**src/qdd_pkg.sv**
```systemverilog
// shared types, constants and the transition table for the detent decoder
package qdd_pkg;

    localparam int WRAP_LIMIT_DEF = 100;

    localparam int POS_W   = 8;
    localparam int QUAD_W  = 2;
    localparam int CIDX_W  = 2;
    localparam int CDATA_W = 8;

    // register indexes of the configuration port
    localparam logic [CIDX_W-1:0] REG_USE_MIN   = 2'd0;
    localparam logic [CIDX_W-1:0] REG_MIN_LIMIT = 2'd1;
    localparam logic [CIDX_W-1:0] REG_USE_MAX   = 2'd2;
    localparam logic [CIDX_W-1:0] REG_MAX_LIMIT = 2'd3;

    localparam logic [QUAD_W-1:0] QUAD_RESET = 2'b11;

    typedef struct packed {
        logic                    use_min;
        logic signed [POS_W-1:0] min_limit;
        logic                    use_max;
        logic signed [POS_W-1:0] max_limit;
    } cfg_t;

    typedef struct packed {
        logic                    hit;
        logic                    moved_up;
        logic signed [POS_W-1:0] delta;
    } res_t;

    // step for a pin transition, only four transitions count
    function automatic logic signed [1:0] step_delta(input logic [QUAD_W-1:0] last_q,
                                                     input logic [QUAD_W-1:0] q);
        logic signed [1:0] d;
        unique case ({last_q, q})
            4'b0100: d = 2'sd1;
            4'b0111: d = -2'sd1;
            4'b1000: d = -2'sd1;
            4'b1011: d = 2'sd1;
            default: d = 2'sd0;
        endcase
        return d;
    endfunction

endpackage

```
**src/quadrature_detent_decoder_top.sv**
```systemverilog
// top level of the quadrature detent decoder: input stage, config registers, result register
// a word accepted into the input register reaches out_valid through the result register
// throughput: one word per cycle unless a result meets an untaken one; the position update
// is one table lookup, add and clamp between the input register and the result register
// a word with no detent change gives no result and does not wait for the output side
// reset (rst_n low, async): pins seen as both high, position and detent zero, config zero
module quadrature_detent_decoder_top
    import qdd_pkg::*;
#(
    parameter int WRAP_LIMIT = WRAP_LIMIT_DEF
) (
    input  logic                     clk,
    input  logic                     rst_n,
    // sample channel
    input  logic                     in_valid,
    output logic                     in_ready,
    input  logic [QUAD_W-1:0]        quad_bits,
    // result channel
    output logic                     out_valid,
    input  logic                     out_ready,
    output logic                     moved_up,
    output logic signed [POS_W-1:0]  detent_delta,
    // configuration write channel
    input  logic                     cfg_valid,
    output logic                     cfg_ready,
    input  logic [CIDX_W-1:0]        cfg_index,
    input  logic [CDATA_W-1:0]       cfg_data
);

    // configuration registers
    cfg_t cfg_reg;

    // input stage
    logic              s1_valid_reg;
    logic [QUAD_W-1:0] s1_quad_reg;

    // result register
    logic                    out_valid_reg;
    logic                    moved_up_reg;
    logic signed [POS_W-1:0] delta_reg;

    res_t res;
    logic advance;

    // the input word moves on when it gives no result or the result register has room
    assign advance  = s1_valid_reg && (!res.hit || !out_valid_reg || out_ready);
    assign in_ready = !s1_valid_reg || advance;

    assign cfg_ready = 1'b1;

    always_ff @(posedge clk or negedge rst_n)
    begin
        if (!rst_n)
        begin
            cfg_reg <= '0;
        end
        else if (cfg_valid && cfg_ready)
        begin
            unique case (cfg_index)
                REG_USE_MIN:   cfg_reg.use_min   <= cfg_data[0];
                REG_MIN_LIMIT: cfg_reg.min_limit <= cfg_data;
                REG_USE_MAX:   cfg_reg.use_max   <= cfg_data[0];
                REG_MAX_LIMIT: cfg_reg.max_limit <= cfg_data;
                default:       cfg_reg           <= cfg_reg;
            endcase
        end
    end

    // input register
    always_ff @(posedge clk or negedge rst_n)
    begin
        if (!rst_n)
        begin
            s1_valid_reg <= 1'b0;
        end
        else if (in_ready)
        begin
            s1_valid_reg <= in_valid;
        end
    end

    always_ff @(posedge clk)
    begin
        if (in_valid && in_ready)
        begin
            s1_quad_reg <= quad_bits;
        end
    end

    // position, detent and pin state
    qdd_core #(
        .WRAP_LIMIT (WRAP_LIMIT)
    ) u_core (
        .clk   (clk),
        .rst_n (rst_n),
        .cfg   (cfg_reg),
        .quad  (s1_quad_reg),
        .fire  (advance),
        .res   (res)
    );

    // result register, loaded only when the detent count changed
    always_ff @(posedge clk or negedge rst_n)
    begin
        if (!rst_n)
        begin
            out_valid_reg <= 1'b0;
        end
        else if (advance && res.hit)
        begin
            out_valid_reg <= 1'b1;
        end
        else if (out_ready)
        begin
            out_valid_reg <= 1'b0;
        end
    end

    always_ff @(posedge clk)
    begin
        if (advance && res.hit)
        begin
            moved_up_reg <= res.moved_up;
            delta_reg    <= res.delta;
        end
    end

    assign out_valid    = out_valid_reg;
    assign moved_up     = moved_up_reg;
    assign detent_delta = delta_reg;

endmodule

```
**src/qdd_core.sv**
```systemverilog
// decoder state and the single pass position / detent update
module qdd_core
    import qdd_pkg::*;
#(
    parameter int WRAP_LIMIT = WRAP_LIMIT_DEF
) (
    input  logic              clk,
    input  logic              rst_n,
    input  cfg_t              cfg,
    input  logic [QUAD_W-1:0] quad,
    input  logic              fire,
    output res_t              res
);

    localparam logic signed [POS_W-1:0] WRAP_POS = POS_W'(WRAP_LIMIT);
    localparam logic signed [POS_W-1:0] WRAP_NEG = -POS_W'(WRAP_LIMIT);

    logic [QUAD_W-1:0]       last_quad_reg;
    logic signed [POS_W-1:0] pos_reg;
    logic signed [POS_W-1:0] reported_reg;

    logic signed [POS_W:0]   p_sum;
    logic signed [POS_W:0]   p_clamp;
    logic signed [POS_W:0]   min_ext;
    logic signed [POS_W:0]   max_ext;
    logic signed [POS_W-1:0] pos_step;
    logic signed [POS_W-1:0] pos_round;
    logic signed [POS_W-1:0] detent;
    logic signed [POS_W-1:0] diff;
    logic                    wrap;
    logic signed [POS_W-1:0] pos_next;
    logic signed [1:0]       d;

    always_comb
    begin
        d       = step_delta(last_quad_reg, quad);
        p_sum   = {pos_reg[POS_W-1], pos_reg} + {{(POS_W-1){d[1]}}, d};
        min_ext = $signed({cfg.min_limit[POS_W-1], cfg.min_limit});
        max_ext = $signed({cfg.max_limit[POS_W-1], cfg.max_limit});
        p_clamp = p_sum;
        if (cfg.use_min && (p_clamp < min_ext))
        begin
            p_clamp = min_ext;
        end
        if (cfg.use_max && (p_clamp > max_ext))
        begin
            p_clamp = max_ext;
        end
        // saturate to 8 bit signed
        if (p_clamp > (POS_W+1)'(127))
        begin
            pos_step = 8'sd127;
        end
        else if (p_clamp < -(POS_W+1)'(128))
        begin
            pos_step = -8'sd128;
        end
        else
        begin
            pos_step = p_clamp[POS_W-1:0];
        end
        if (quad == last_quad_reg)
        begin
            pos_step = pos_reg;
        end
        // divide by two, truncated toward zero
        pos_round = pos_step + POS_W'(pos_step[POS_W-1]);
        detent    = pos_round >>> 1;
        diff      = detent - reported_reg;
        wrap      = (pos_step > WRAP_POS) || (pos_step < WRAP_NEG);
        res.hit      = (diff != '0);
        res.moved_up = res.hit && !diff[POS_W-1];
        res.delta    = diff;
        pos_next     = (res.hit && wrap) ? '0 : pos_step;
    end

    always_ff @(posedge clk or negedge rst_n)
    begin
        if (!rst_n)
        begin
            last_quad_reg <= QUAD_RESET;
            pos_reg       <= '0;
            reported_reg  <= '0;
        end
        else if (fire)
        begin
            last_quad_reg <= quad;
            pos_reg       <= pos_next;
            reported_reg  <= detent;
        end
    end

    // state holds while no word is processed
    a_hold: assert property (@(posedge clk) disable iff (!rst_n)
        !fire |=> $stable(pos_reg) && $stable(reported_reg) && $stable(last_quad_reg))
        else $error("decoder state changed without a word");

    // a word that gives no result leaves the reported detent unchanged
    a_report: assert property (@(posedge clk) disable iff (!rst_n)
        fire && !res.hit |=> reported_reg == $past(reported_reg))
        else $error("reported detent moved without a result");

    // a zeroed position only follows a result beyond the wrap limit
    a_wrap: assert property (@(posedge clk) disable iff (!rst_n)
        fire && !res.hit && (pos_step != '0) |=> pos_reg != '0)
        else $error("position zeroed without a result");

endmodule

```
**config.mk**
```make
export PLATFORM = sky130hd
export DESIGN_NAME = quadrature_detent_decoder_top
export DESIGN_NICKNAME = d
export VERILOG_FILES = /design/src/qdd_pkg.sv /design/src/quadrature_detent_decoder_top.sv /design/src/qdd_core.sv
export SDC_FILE = /design/constraint.sdc
export NUM_CORES = 1
export LEC_CHECK = 0
export ABC_AREA = 1
export BUFFER_PORTS_ARGS = -buffer_cell sky130_fd_sc_hd__buf_2
export CORE_ASPECT_RATIO = 1.2
export CORE_MARGIN = 1
export CORE_UTILIZATION = 50
export DETAILED_ROUTE_END_ITERATION = 6
export PLACE_DENSITY = 0.71
export SLEW_MARGIN = 20
export SYNTH_ARGS = -nofsm -noshare
export SYNTH_HDL_FRONTEND = slang
export SYNTH_SLANG_ARGS = --single-unit
export TNS_END_PERCENT = 10
```
**constraint.sdc**
```tcl
create_clock -name clk -period 12.74 [get_ports clk]
set_input_delay 3.822 -clock clk [delete_from_list [all_inputs] [get_ports clk]]
set_output_delay 3.822 -clock clk [all_outputs]
set_load 0.03 [all_outputs]
```
Yosys cells after proc, flatten, opt, wreduce, memory -nomap -nowiden
Index checks and enable logic that the tools add are counted.
Storage, ports and cells
  flip-flop bits (word level): 48
  output and inout port bits: 12
Operators by class
  $add $sub $neg: 3
  magnitude comparators: 6
  eq/ne operators: 8
  mux-type cells: 9
  reduce and logical (&&, ||, !) cells: 24
Operators with widths (count)
  $mux W8: 4
  $mux W9: 2
  $add A8 B2 Y9: 1
  $gt A9 B8 Y1: 1
  $gt A9 B8 Y1 const B: 1
  $lt A9 B8 Y1: 1
  $lt A9 B8 Y1 const B: 1
  $add A8 B1 Y8: 1
  $eq A4 B3 Y1 const B: 2
  $eq A4 B4 Y1 const B: 2
  $gt A8 B8 Y1 const B: 1
  $lt A8 B8 Y1 const B: 1
  $reduce_and A2 Y1: 4
  $reduce_bool A8 Y1: 1
  $sub A7 B7 Y8: 1
  $logic_and A1 B1 Y1: 7
  $eq A2 B2 Y1 const B: 2
  $logic_not A1 Y1: 4
  $logic_or A1 B1 Y1: 4
  $pmux W2 S2: 1
  $reduce_or A2 Y1: 2
  $eq A2 B1 Y1 const B: 1
  $eq A2 B2 Y1: 1
  $logic_not A2 Y1: 1
  other kinds (2): 3

Logic depth before layout (Yosys ltp)
Gate-level depths: netlist of run 1.
  depth in word-level cells: 23
  mapped depth: 61

By module
A second synthesis of run 1 with hierarchy kept.
Unflattened totals
  cell total of the unflattened synthesis: 538
  area total of the unflattened synthesis: 3870.0 µm²
By module, submodules not included
  qdd_core: instances 1, cells an instance 429, area an instance 2677.6 µm²
  quadrature_detent_decoder_top: instances 1, cells an instance 109, area an instance 1192.4 µm²

Least setup slack after synthesis of run 1
OpenSTA, ideal clock, no wires.
  path type: register -> output
  start point: register u_core.last_quad_reg[0]
  end point: output in_ready
  arrival time: 7.006 ns
  required time: 8.918 ns
  path slack: 1.912 ns
  stages on the path, launching flop included: 51
  path buffers: 1
  path through: dfstp_2 > nand2_1 > o21ai_0 > ha_1 > inv_1 > o21ai_0 > a21oi_1 > nand3_1 > nand2_1 > inv_1 > ha_1 > nand2_1 > inv_1 > a21oi_2 > nand4_2 > nand3_4 > nand2_2 > nand2_2 > [15 not listed] > nand2_1 > nand2_1 > ha_1 > inv_1 > fa_1 > nand2_1 > nand2_1 > a21oi_2 > nor2_1 > o21ai_1 > nand2_1 > xor2_1 > or3b_1 > nor2_1 > inv_2 > nand2_2 > inv_1 > nand2_1
RTL lines
  from (decl): RTL line qdd_core.sv:18  | logic [QUAD_W-1:0] last_quad_reg;
  from (signal assigned): RTL line qdd_core.sv:87  | last_quad_reg <= quad;
  to (decl): RTL line quadrature_detent_decoder_top.sv:16  | output logic in_ready,

==> summary.md, run 1 <==
The run finished with clean final reports. Summed over all layers, the global routing overflow is 0. 0 antenna diodes ended up in the layout.

The critical path's slowest cell is sky130_fd_sc_hd__dfstp_2. Leaving out fill and tap cells, the most frequent cell in the layout is sky130_fd_sc_hd__nand2_1. The number of global-route vias before repair was 3163; the combined global-route utilization of all metal layers was 0.2330.

The synthesized netlist occupies a cell area of 0.003679 mm². The run gives 0.5743 as the final core utilization. Category of the critical setup timing path: reg -> out. The number of enable-type register cells in the synthesized netlist was 11. The number of DRC violations after detailed-routing iteration 0 came out at 169.

The DRC violations left was 0; the minimum clock period after layout was 11.78 ns. In this run the post-CTS setup repair buffer count came out at 0. Synthesis inferred 48 register bits. The number of buffers added on ports is 27. The flip-flop count of the largest register, all copies and words added is 18, and the average cell area after synthesis is 7.143 µm².

The minimum setup slack in the final design came out at 0.9566 ns. The fraction of synthesis flops using an asynchronous set or reset pin was 0.7708. Clock skew on the completed layout was measured at 0.01198 ns. Delay of the slowest cell on the worst path: 0.55 ns. Setup repair after global routing left no endpoint under its margin. The per-cell routed wire length is 12.65 µm, and the largest driver fanout on the critical path is 12. TritonCTS built the clock tree.

The number of nets handed over by synthesis was 566. The clock net in this run drives a total of 48 sinks. The count of nets left with antenna violations after detail routing is 0. The initial antenna violation count is 0, and the clock transition at the registers of the reported paths is 0.10 ns.

Leaving out fill and tap cells, the most frequent cells in the layout are sky130_fd_sc_hd__nand2_1, sky130_fd_sc_hd__inv_1, sky130_fd_sc_hd__dfrtp_1, sky130_fd_sc_hd__ha_1, sky130_fd_sc_hd__nor2_1. The min-delay analysis places its worst path in the category reg -> reg. Cell family contributing the most delay on the critical path: simple AND/OR/NAND/NOR gates. From synthesis to final layout, the design area changed by 8.945%. The most frequently used flop master after synthesis is sky130_fd_sc_hd__dfrtp_1. The tools report the startpoint class of the critical path as a flip-flop.

Entering global routing, the biggest net connects 38 pins. In this run the standard cell core region covers 0.006978 mm². The layout net count is 593. After floorplanning, the core was divided into 33 placement rows.

The first global-routing pass estimated 13.68 mm of wire. The clock insertion delay at the later pin of the skew report was 0.31 ns. In the routed layout, each cell is associated on average with a via count of 5.122.

Synthesis produced a netlist whose cell count is 515. The run gives 84.87 MHz as the achievable clock frequency. For the total wirelength of the detailed-routed design, the log shows 7.969 mm. The transition at the pin with the smallest max-transition slack is 0.8655 ns, and the layout filler cell count is 651. The number of max-slew violations in the final report is 0. The tools report the count of endpoints failing setup in the final report as 0. Total number of vias: 3227. The aggregate negative setup slack is 0 ns. The relative slew slack came out at 0.4230.

By instance count, the cell type seen most on the critical path is sky130_fd_sc_hd__nand2_1. The total buffers and inverters traversed by the critical path is 12. The logs give 7.96 ns for the arrival time at the worst endpoint and 0 for the count of warnings emitted by yosys.

CTS built an H-tree with a depth of 2. At the placement stage, the worst setup path has a slack of 1.184 ns. Data on the critical path is required at its endpoint by 8.92 ns. The tools report the I/O pin total as 29. The fraction of the cycle the final worst path needs was 0.9249; the final worst hold slack was 0.4931 ns. The logs give 2 for the number of buffers on the longest clock path and 0.9197 for the last weighted congestion value of the routability-driven placer. The sequential fraction of the synthesis area is 0.3422.

The initial core utilization was 0.5272. The cell sitting at the root of the clock tree is a sky130_fd_sc_hd__clkbuf_8. The endpoint class of the critical path is a primary output. The die width was 80.30 µm; the first-pass iteration count of the detailed router was 6. After synthesis, the netlist uses 38 different library cells. The run gives 6.307 mm as the total half-perimeter wirelength after legalization and detailed placement. The overall die area is 0.007706 mm².

The count of max-cap constraint violations came out at 0. Final count of hold timing violations: 0. The fraction of final layout cells with drive strength greater than 1 was 0.1289. Buffers inserted during clock tree synthesis total 5. The die height works out to 95.96 µm.
cell type report:
class,count,area (µm²),share of cell area
Multi-Input combinational cell,370,2052,0.5120
Sequential cell,48,1259,0.3141
Clock inverter,3,42.54,0.01062
Timing Repair Buffer,28,142.6,0.03559
Tap cell,87,108.9,0.02716
Inverter,89,334.1,0.08336
Clock buffer,5,68.82,0.01717
worst paths after layout:
check	from	end	slack [ns]	cells after the start
hold reg to reg	cfg_reg[16]	cfg_reg[16]	0.49	2
max in group asynchronous	rst_n	cfg_reg[16]	8.57	1
min in group asynchronous	rst_n	u_core.pos_reg[5]	3.62	1
setup / recovery	u_core.last_quad_reg[1]	in_ready	0.96	54
hold / removal	cfg_reg[16]	cfg_reg[16]	0.49	2
setup reg to reg	u_core.last_quad_reg[1]	moved_up	4.34	55
repair_timing:
action                                  4_1_cts  5_1_grt
hold buffers                                  0        0
gates resized for setup                       0        1
endpoints found under the setup margin        0        1
cells in the mapped netlist, types with 2 or more instances:
cell type	number	area, µm²
sky130_fd_sc_hd__xnor2_1	2	17.52
sky130_fd_sc_hd__or2_2	5	31.28
sky130_fd_sc_hd__a21oi_2	3	26.28
sky130_fd_sc_hd__fa_1	2	40.04
sky130_fd_sc_hd__dfrtp_1	35	875.8
sky130_fd_sc_hd__inv_2	3	11.26
sky130_fd_sc_hd__o21ai_1	9	45.04
sky130_fd_sc_hd__and2_1	2	12.51
sky130_fd_sc_hd__o21bai_1	2	15.01
sky130_fd_sc_hd__nand2_2	9	56.30
sky130_fd_sc_hd__o21ai_0	27	135.1
sky130_fd_sc_hd__edfxtp_1	11	330.3
sky130_fd_sc_hd__ha_1	32	400.4
sky130_fd_sc_hd__xor2_1	10	87.58
sky130_fd_sc_hd__nand3_2	3	30.03
sky130_fd_sc_hd__nand4_1	10	62.56
sky130_fd_sc_hd__inv_1	86	322.8
sky130_fd_sc_hd__a21oi_1	12	60.06
sky130_fd_sc_hd__nor2_1	30	112.6
sky130_fd_sc_hd__dfstp_2	2	52.55
sky130_fd_sc_hd__nand2_1	168	630.6
sky130_fd_sc_hd__nand3_1	28	140.1
sky130_fd_sc_hd__clkbuf_1	5	18.77
sky130_fd_sc_hd__buf_2	2	10.01
sky130_fd_sc_hd__nand2_4	4	45.04
logic make-up (layout without fill, tap and decap cells):
family          after synthesis  after routing  synth area share
simple gates                267            267            0.3252
buf+inv                      97            125            0.1007
compound gates               56             56           0.08266
flops                        48             48            0.3422
fa+ha+maj                    34             34            0.1197
xor+xnor                     12             12           0.02857
other cells                   1              1          0.001019
tightest hold or removal path, stage by stage, from the launching register on:
cell	delay, ns
sky130_fd_sc_hd__dfrtp_1	0.35
sky130_fd_sc_hd__nand2_1	0.05
sky130_fd_sc_hd__o21ai_0	0.06
routing by layer:
layer	GRT usage	vias to the layer above	part of all wire
met3	0.03318	26	0.027
met2	0.4444	79	0.52
met4	0.09375	0	0.037
li1	-	1670	-
met1	0.2570	1452	0.42
met5	0	-	0
through the flow:
stage	cell area, µm²	cells
after floorplan	3679	515
after global placement	3894	622
after detailed placement	3894	622
after CTS	4005	630
after global routing	4008	630
final	4008	630
Power of run 1 is left out: the tool's default activity adds up to more than one toggle a clock period on the data nets, which glitch-free logic cannot reach.
==> run 2: changes to the inputs <==
--- a/config.mk
+++ b/config.mk
@@ -6,12 +6,12 @@
 export NUM_CORES = 1
 export LEC_CHECK = 0
 export ABC_AREA = 1
-export BUFFER_PORTS_ARGS = -buffer_cell sky130_fd_sc_hd__buf_2
-export CORE_ASPECT_RATIO = 1.2
+export CORE_ASPECT_RATIO = 0.8
 export CORE_MARGIN = 1
 export CORE_UTILIZATION = 50
 export DETAILED_ROUTE_END_ITERATION = 6
-export PLACE_DENSITY = 0.71
+export DONT_BUFFER_PORTS = 1
+export PLACE_DENSITY = 0.68
 export SLEW_MARGIN = 20
 export SYNTH_ARGS = -nofsm -noshare
 export SYNTH_HDL_FRONTEND = slang
==> constraint.sdc (replaced) <==
create_clock -name clk -period 12.5 [get_ports clk]
set_input_delay 3.75 -clock clk [delete_from_list [all_inputs] [get_ports clk]]
set_output_delay 3.75 -clock clk [all_outputs]
set_load 0.03 [all_outputs]
==> run 2 against run 1 <==
Net effect:
- the flow now finishes with violations (DRC)
- clock skew fell by 0.0065 ns
- final cell count fell by 4.4%
- core utilization fell by 1.9 points
- non-clock buffer count fell by 28
- die area barely moved
- routed wire length rose by 4.5%
- first-iteration DRC count rose by 10%
- hold slack got worse by 0.0020 ns
- register-to-register slack got worse by 0.42 ns
- clock-buffer cell count did not move
- flip-flop and latch count did not move
- global-route usage fell by 0.14 points
==> summary.md, run 2 (same netlist as run 1, synthesis figures left out) <==
The layout-stage area growth over the synthesis result was 5.544% (was 8.945%). The capture endpoint of the worst hold path was cfg_reg[13] (was cfg_reg[16]). The start of the worst register-to-register path was u_core.last_quad_reg[1] (unchanged). Number of antenna diodes: 0 (unchanged). The flow ran to the end, but the final reports show violations. Pin count of the biggest net entering global routing: 38 (unchanged).

The count of nets left with antenna violations after detail routing is 0 (unchanged). The first-pass iteration count of the detailed router came out at 7 (was 6). The DRC violations left was 1 (was 0).

Number of max-slew violations in the final report: 0 (unchanged). The number of DRC violations after detailed-routing iteration 0 is 186 (was 169), and the I/O pin total is 29 (unchanged). The largest driver fanout on the critical path works out to 12 (unchanged). The die width is 97.90 µm (was 80.30 µm), and the clock insertion delay at the later pin of the skew report is 0.30 ns (was 0.31 ns). The cell with the most instances on the worst path was sky130_fd_sc_hd__nand2_1 (unchanged). The run gives 0 (unchanged) as the count of max-cap constraint violations. The category of the critical setup timing path was reg -> out (unchanged). Most frequent cells in the layout: sky130_fd_sc_hd__nand2_1, sky130_fd_sc_hd__inv_1, sky130_fd_sc_hd__dfrtp_1, sky130_fd_sc_hd__ha_1, sky130_fd_sc_hd__nor2_1 (unchanged).

The number of buffers on the longest clock path is 2 (unchanged). The number of buffers added on ports was 0 (was 27); the count of endpoints failing setup in the final report was 0 (unchanged). The run gives 0.9159 (was 0.9197) as the last weighted congestion value of the routability-driven placer. The number of global-route vias before repair came out at 2901 (was 3163). The tools report the start point of the worst min-delay path as cfg_reg[13] (was cfg_reg[16]).

The number of cells traversed by the worst hold path is 2 (unchanged). TritonCTS built the clock tree. The fraction of final layout cells with drive strength greater than 1 was 0.09320 (was 0.1289).

The critical path's slowest cell is sky130_fd_sc_hd__dfstp_2 (unchanged). The run gives 7.92 ns (was 7.96 ns) as the arrival time at the worst endpoint. Aggregate negative setup slack: 0 ns (unchanged). The worst reg2reg path endpoint is detent_delta[2] (was moved_up). The total wirelength of the detailed-routed design came out at 8.331 mm (was 7.969 mm). The number of cell rows was 27 (was 33); the number of buffers created by CTS was 5 (unchanged).

The logs give 3.92 ns (was 4.34 ns) for the slack of the worst reg-to-reg path and 0.8307 ns (was 0.9566 ns) for the minimum setup slack in the final design. The logs give 0 (unchanged) for the number of setup buffers added after CTS and 0.007706 mm² (about the same) for the overall die area. Achievable clock frequency: 85.70 MHz. Die height: 78.72 µm (was 95.96 µm). The final count of hold timing violations was 0 (unchanged). The tools report the combined global-route utilization of all metal layers as 0.2316 (was 0.2330).

Setup repair after global routing left no endpoint under its margin. The most frequent standard cell in the layout excluding fill and tap cells is sky130_fd_sc_hd__nand2_1 (unchanged). The data required time at the worst endpoint was 8.75 ns (was 8.92 ns). The per-cell routed wire length works out to 13.84 µm (was 12.65 µm). The fraction of the cycle the final worst path needs is 0.9335, and the delay of the slowest cell on the worst path is 0.55 ns (about the same). The initial antenna violation count was 0 (unchanged). Total number of vias: 3108 (was 3227). The tools report the wire length of the first global-routing pass as 14.10 mm (was 13.68 mm). Endpoint class of the critical path: a primary output (unchanged). The type of the tightest min-delay check was reg -> reg (unchanged). The tools report the layout net count as 565 (was 593). Clock tree root buffer cell: sky130_fd_sc_hd__clkbuf_8 (unchanged). The layout filler cell count came out at 693 (was 651). The worst setup path startpoint is u_core.last_quad_reg[1] (unchanged). The final reports fail on DRC.

The transition at the pin with the smallest max-transition slack is 0.5488 ns (was 0.8655 ns), and the initial core utilization is 0.5260 (was 0.5272). The routed design could run at a clock period as short as 11.67 ns. The final worst clock skew was 0.005508 ns (was 0.01198 ns). The remaining global-route overflow was 0 (unchanged). The run gives 0 (unchanged) as the count of instances resized after the clock tree is built. The total clock sinks is 48 (unchanged), and the clock transition at the registers of the reported paths is 0.09 ns (was 0.10 ns).

The number of buffers inserted by hold repair at cts came out at 0 (unchanged). The final worst hold slack was 0.4911 ns (was 0.4931 ns). The flip-flop count of the largest register, all copies and words added works out to 18 (unchanged).

Deepest level of the CTS H-tree: 2 (unchanged). The tools report the core area as 0.006993 mm² (was 0.006978 mm²). Relative slew slack: 0.6331 (was 0.4230). The worst setup slack before clock tree synthesis was 0.4245 ns (was 1.184 ns); the worst-case reg-to-reg path depth was 55 (unchanged). The tools report the startpoint class of the critical path as a flip-flop (unchanged). The total half-perimeter wirelength after legalization and detailed placement is 6.606 mm (was 6.307 mm), and the routed via count divided by cell count is 5.163 (was 5.122).
-- run 2: area by class of cell --
class / instances / area, µm² / share of cell area
clock buffers: 5 / 68.82 / 0.01772
inverters: 89 / 337.8 / 0.08701
flip-flops and latches: 48 / 1259 / 0.3242
well taps: 87 / 108.9 / 0.02804
clock inverters: 3 / 17.52 / 0.004512
multi-input cells: 370 / 2091 / 0.5385
-- run 2: stage by stage --
step	instances	utilization	cell area (µm²)
after floorplan	515	-	3679
after global placement	594	0.5364	3751
after detailed placement	594	0.5364	3751
after CTS	602	0.5488	3837
after global routing	602	0.5552	3882
final	602	0.5552	3882
-- run 2: worst max-delay path by stage --
| stage | to | slack [ns] | cells past startpoint |
|---|---|---|---|
| after floorplan | in_ready | 1.74 | 50 |
| after global placement | in_ready | 0.57 | 49 |
| after detailed placement | in_ready | 0.42 | 51 |
| after CTS | in_ready | 0.05 | 49 |
| after global routing | in_ready | 0.02 | 53 |
| final | in_ready | 0.83 | 53 |
-- run 2: worst max-delay path: cells and delay by family, from the launching register on --
family | cells | cell delay, ns
buffers and inverters | 11 | 0.84
AO/OA/AOI/OAI | 6 | 0.88
AND/OR/NAND/NOR | 29 | 3.30
flip-flops | 1 | 0.55
adder cells (fa/ha/maj) | 6 | 1.83
XOR/XNOR | 1 | 0.17
-- run 2: metal layers --
metal  global-route usage  wire [µm]  share of wire  vias to the layer above
li1                     -          -              -                     1617
met1               0.3672       4449           0.53                     1415
met3              0.04049        438          0.053                        2
met5                    0          0              0                        -
met4              0.02727         23         0.0028                        0
met2               0.3338       3421           0.41                       74
Power of run 2 is left out for the same reason.
==> run 3: changes to the inputs <==
--- a/config.mk
+++ b/config.mk
@@ -5,7 +5,6 @@
 export SDC_FILE = /design/constraint.sdc
 export NUM_CORES = 1
 export LEC_CHECK = 0
-export ABC_AREA = 1
 export CORE_ASPECT_RATIO = 0.8
 export CORE_MARGIN = 1
 export CORE_UTILIZATION = 50
==> run 3 against run 2 <==
Net effect:
- the flow still finishes with violations (DRC)
- core utilization up 1.8 points
- synthesized cell count down 26%
- first-iteration DRC count up 5.4%
- critical endpoint unchanged
- routed wire length up 5.8%
- flip-flop and latch count unchanged
- largest cell class unchanged
- global-route usage up 0.16 points
==> summary.md, run 3 <==
The post-route cell area was 0.004025 mm² (was 0.003882 mm²); the arrival time at the worst endpoint was 8.36 ns (was 7.92 ns). The largest driver fanout on the critical path was 8 (was 12). The relative slew slack is 0.4407 (was 0.6331). The fraction of the cycle the final worst path needs is 0.9686 (was 0.9335).

The run gives 0.3232 (was 0.3338) as the met2 track demand over resource. Category of the critical setup timing path: reg -> out (unchanged). The flip-flop count of the largest register, all copies and words added is 18 (unchanged), and the die width is 98.34 µm (was 97.90 µm). The run gives 0 (unchanged) as the count of endpoints failing setup in the final report. The total buffers and inverters traversed by the critical path was 2 (was 11). For the final count of hold timing violations, the log shows 0 (unchanged). The endpoint class of the critical path is a primary output (unchanged).

The number of buffers created by CTS is 5 (unchanged). The layout net count was 438 (was 565); the number of buffers added on ports was 0 (unchanged). The delay of the slowest cell on the worst path works out to 0.58 ns (was 0.55 ns). The most frequently used flop master after synthesis is sky130_fd_sc_hd__dfrtp_1 (unchanged).

Most common cell in the synthesized netlist: sky130_fd_sc_hd__dfrtp_1 (was sky130_fd_sc_hd__nand2_1). The global-route track usage on met3 was 0.03961 (was 0.04049); the number of DRC violations after detailed-routing iteration 0 was 196 (was 186). The overall die area came out at 0.007775 mm² (was 0.007706 mm²). The DRC violations left was 2 (was 1).

The achievable clock frequency was 82.60 MHz (was 85.70 MHz); the fraction of final layout cells with drive strength greater than 1 was 0.2036 (was 0.09320). The synthesized netlist cell count is 381 (was 515), and the initial core utilization is 0.5283 (was 0.5260). For the count of cell types in the netlist, the log shows 73 (was 38).

The cell family contributing the most delay on the critical path was simple AND/OR/NAND/NOR gates (unchanged). Deepest level of the CTS H-tree: 2 (unchanged). Global routing usage on met1: 0.3736 (was 0.3672). Count of nets left with antenna violations after detail routing: 0 (unchanged).

The die height works out to 79.07 µm (was 78.72 µm). For the total clock sinks, the log shows 48 (unchanged). The most area-hungry cell type in the Yosys netlist is sky130_fd_sc_hd__dfrtp_1 (unchanged). The first-pass iteration count of the detailed router was 7 (unchanged); the remaining global-route overflow was 0 (unchanged).

The slack of the worst reg-to-reg path was 3.18 ns (was 3.92 ns); the layout filler cell count was 636 (was 693). The total half-perimeter wirelength after legalization and detailed placement is 6.870 mm (was 6.606 mm), and the fraction of synthesis flops using an asynchronous set or reset pin is 0.7708 (unchanged). The most frequent standard cell in the layout excluding fill and tap cells is sky130_fd_sc_hd__dfrtp_1 (was sky130_fd_sc_hd__nand2_1). Number of buffers on the longest clock path: 2 (unchanged). The logs give 0 (unchanged) for the count of max-cap constraint violations and 0.001259 mm² (unchanged) for the storage element area. The number of global-route vias before repair came out at 2691 (was 2901). The count of warnings emitted by yosys came out at 0 (unchanged). The type of the tightest min-delay check is reg -> reg (unchanged). The number of max-slew violations in the final report was 0 (unchanged). The portion of synthesized cell area occupied by the leading cell type is 0.2359 (was 0.2381).

The initial antenna violation count came out at 0 (unchanged). The number of buffers inserted by hold repair at cts is 0 (unchanged). The critical path's slowest cell was sky130_fd_sc_hd__or4_1 (was sky130_fd_sc_hd__dfstp_2). The run gives 8.816 mm (was 8.331 mm) as the total wirelength of the detailed-routed design.

The startpoint class of the critical path was a flip-flop (unchanged). The run gives 463 (was 594) as the number of placed cells counting well taps. The run gives 0.01563 ns (was 0.005508 ns) as the final worst clock skew. The flow ran to the end, but the final reports show violations. Clock transition at the registers of the reported paths: 0.09 ns (about the same).

The critical path depth came out at 33 (was 53). The worst-case reg-to-reg path depth was 34 (was 55); the cell area after synthesis was 0.003712 mm² (was 0.003679 mm²). For the post-synth net total, the log shows 432 (was 566). The core area was 0.007027 mm² (was 0.006993 mm²); the wire length of the first global-routing pass was 13.96 mm (was 14.10 mm). The run gives 0.31 ns (was 0.30 ns) as the clock insertion delay at the later pin of the skew report.

The routed via count divided by cell count was 6.162 (was 5.163). The I/O pin total came out at 29 (unchanged). The per-cell routed wire length is 18.56 µm (was 13.84 µm).

The number of antenna diodes was 0 (unchanged). The count of non-filler cells in the finished layout was 475 (was 602); the sequential fraction of the synthesis area was 0.3391 (was 0.3422). The logs give 27 (unchanged) for the number of cell rows and 2927 (was 3108) for the total number of vias. The layer with the highest usage after global routing was met1 (unchanged).

The layout-stage area growth over the synthesis result works out to 8.426% (was 5.544%). Clock tree root buffer cell: sky130_fd_sc_hd__clkbuf_8 (unchanged). The number of cells traversed by the worst hold path came out at 2 (unchanged). Ranking of synthesized cells by area: sky130_fd_sc_hd__dfrtp_1, sky130_fd_sc_hd__ha_1, sky130_fd_sc_hd__edfxtp_1 (was sky130_fd_sc_hd__dfrtp_1, sky130_fd_sc_hd__nand2_1, sky130_fd_sc_hd__ha_1). Last weighted congestion value of the routability-driven placer: 0.9652 (was 0.9159). The transition at the pin with the smallest max-transition slack was 0.8358 ns (was 0.5488 ns). The tools report the data required time at the worst endpoint as 8.75 ns (about the same). The combined global-route utilization of all metal layers came out at 0.2332 (was 0.2316). The average cell area after synthesis came out at 9.744 µm² (was 7.143 µm²).

Most instantiated cells after synthesis: sky130_fd_sc_hd__dfrtp_1, sky130_fd_sc_hd__ha_1, sky130_fd_sc_hd__nand2_1 (was sky130_fd_sc_hd__nand2_1, sky130_fd_sc_hd__inv_1, sky130_fd_sc_hd__dfrtp_1). The tools report the pin count of the biggest net entering global routing as 38 (unchanged). The area of the multi-input gates came out at 0.002401 mm² (was 0.002091 mm²). Failing checks: DRC (unchanged). The count of state elements after synthesis was 48 (unchanged). The run gives 0.4880 ns (was 0.4911 ns) as the final worst hold slack. TritonCTS built the clock tree. The cell with the most instances on the worst path is sky130_fd_sc_hd__ha_1 (was sky130_fd_sc_hd__nand2_1). The tools report the placed standard-cell area as 0.003799 mm² (was 0.003751 mm²). Most frequent cells in the layout: sky130_fd_sc_hd__dfrtp_1, sky130_fd_sc_hd__ha_1, sky130_fd_sc_hd__nand2_1, sky130_fd_sc_hd__nor2_1, sky130_fd_sc_hd__inv_1 (was sky130_fd_sc_hd__nand2_1, sky130_fd_sc_hd__inv_1, sky130_fd_sc_hd__dfrtp_1, sky130_fd_sc_hd__ha_1, sky130_fd_sc_hd__nor2_1). Number of enable-type register cells in the synthesized netlist: 11 (unchanged).

The minimum clock period after layout was 12.11 ns (was 11.67 ns).
==> run 3: changes by cell type after synthesis, sizes merged, moves of 6 or more <==
cell / before / now
nand4: 11 / 5
o31ai: 0 / 8
nand3: 32 / 9
o21a: 1 / 7
xnor2: 2 / 9
o211ai: 0 / 9
inv: 89 / 29
mux2: 0 / 24
a31oi: 0 / 6
nand2: 181 / 32
nor2b: 0 / 7
o21ai: 37 / 19
==> run 3: cells by family (layout without fill, tap and decap cells) <==
| kind of cell | after synthesis | count (layout) | share of synthesized area |
|---|---|---|---|
| AOI/OAI and AO/OA | 101 | 101 | 0.2164 |
| xor gates and xnor gates | 17 | 17 | 0.04011 |
| adders and majority gates | 34 | 34 | 0.1186 |
| buffers and inverters | 37 | 44 | 0.04145 |
| DFF | 48 | 48 | 0.3391 |
| muxes | 28 | 28 | 0.08460 |
| other | 1 | 1 | 0.001010 |
| and+or+nand+nor | 115 | 115 | 0.1587 |
==> run 3: metrics by stage <==
step | TNS (ns) | worst slack, ns | util
after floorplan | 0 | 0.8858 | -
after global placement | 0 | 0.4948 | 0.5406
after detailed placement | 0 | 0.3809 | 0.5406
after CTS | 0 | 0.02671 | 0.5541
after global routing | -0.02531 | -0.02531 | 0.5728
final | 0 | 0.3928 | 0.5728
==> run 3: repair_timing <==
item / 4_1_cts / 5_1_grt
setup endpoints to repair: 0 / 1
buffers inserted: 0 / 4
resized for setup: 0 / 18
==> run 3: path summary, 6_finish.rpt <==
kind                                    startpoint                      end
max                                 s1_quad_reg[1]                 in_ready
min                        u_core.last_quad_reg[0]  u_core.last_quad_reg[0]
max reg2reg                         s1_quad_reg[1]          detent_delta[0]
min reg2reg                u_core.last_quad_reg[0]  u_core.last_quad_reg[0]
max in group asynchronous                    rst_n  u_core.last_quad_reg[1]
min in group asynchronous                    rst_n              cfg_reg[16]
==> run 3: worst register-to-register path: cells and delay by family (launching register included) <==
kind	cells	cell delay [ns]
flip-flops	1	0.45
buffers and inverters	3	0.49
AO/OA/AOI/OAI	12	2.54
AND/OR/NAND/NOR	10	3.29
XOR/XNOR	3	0.42
adder cells (fa/ha/maj)	5	1.37
multiplexers	1	0.39
==> run 3: area by class of cell <==
type	count	share of cell area
Tap cell	87	0.02704
Clock inverter	1	0.002176
Multi-Input combinational cell	296	0.5965
Clock buffer	7	0.02145
Inverter	29	0.02704
Sequential cell	48	0.3127
Timing Repair Buffer	7	0.01306
==> run 3: per-layer routing <==
metal / up-vias / share of wire
met5: - / 0
met4: 0 / 0.0043
met3: 4 / 0.059
met2: 86 / 0.41
met1: 1421 / 0.53
li1: 1416 / -
Power of run 3 is left out for the same reason.
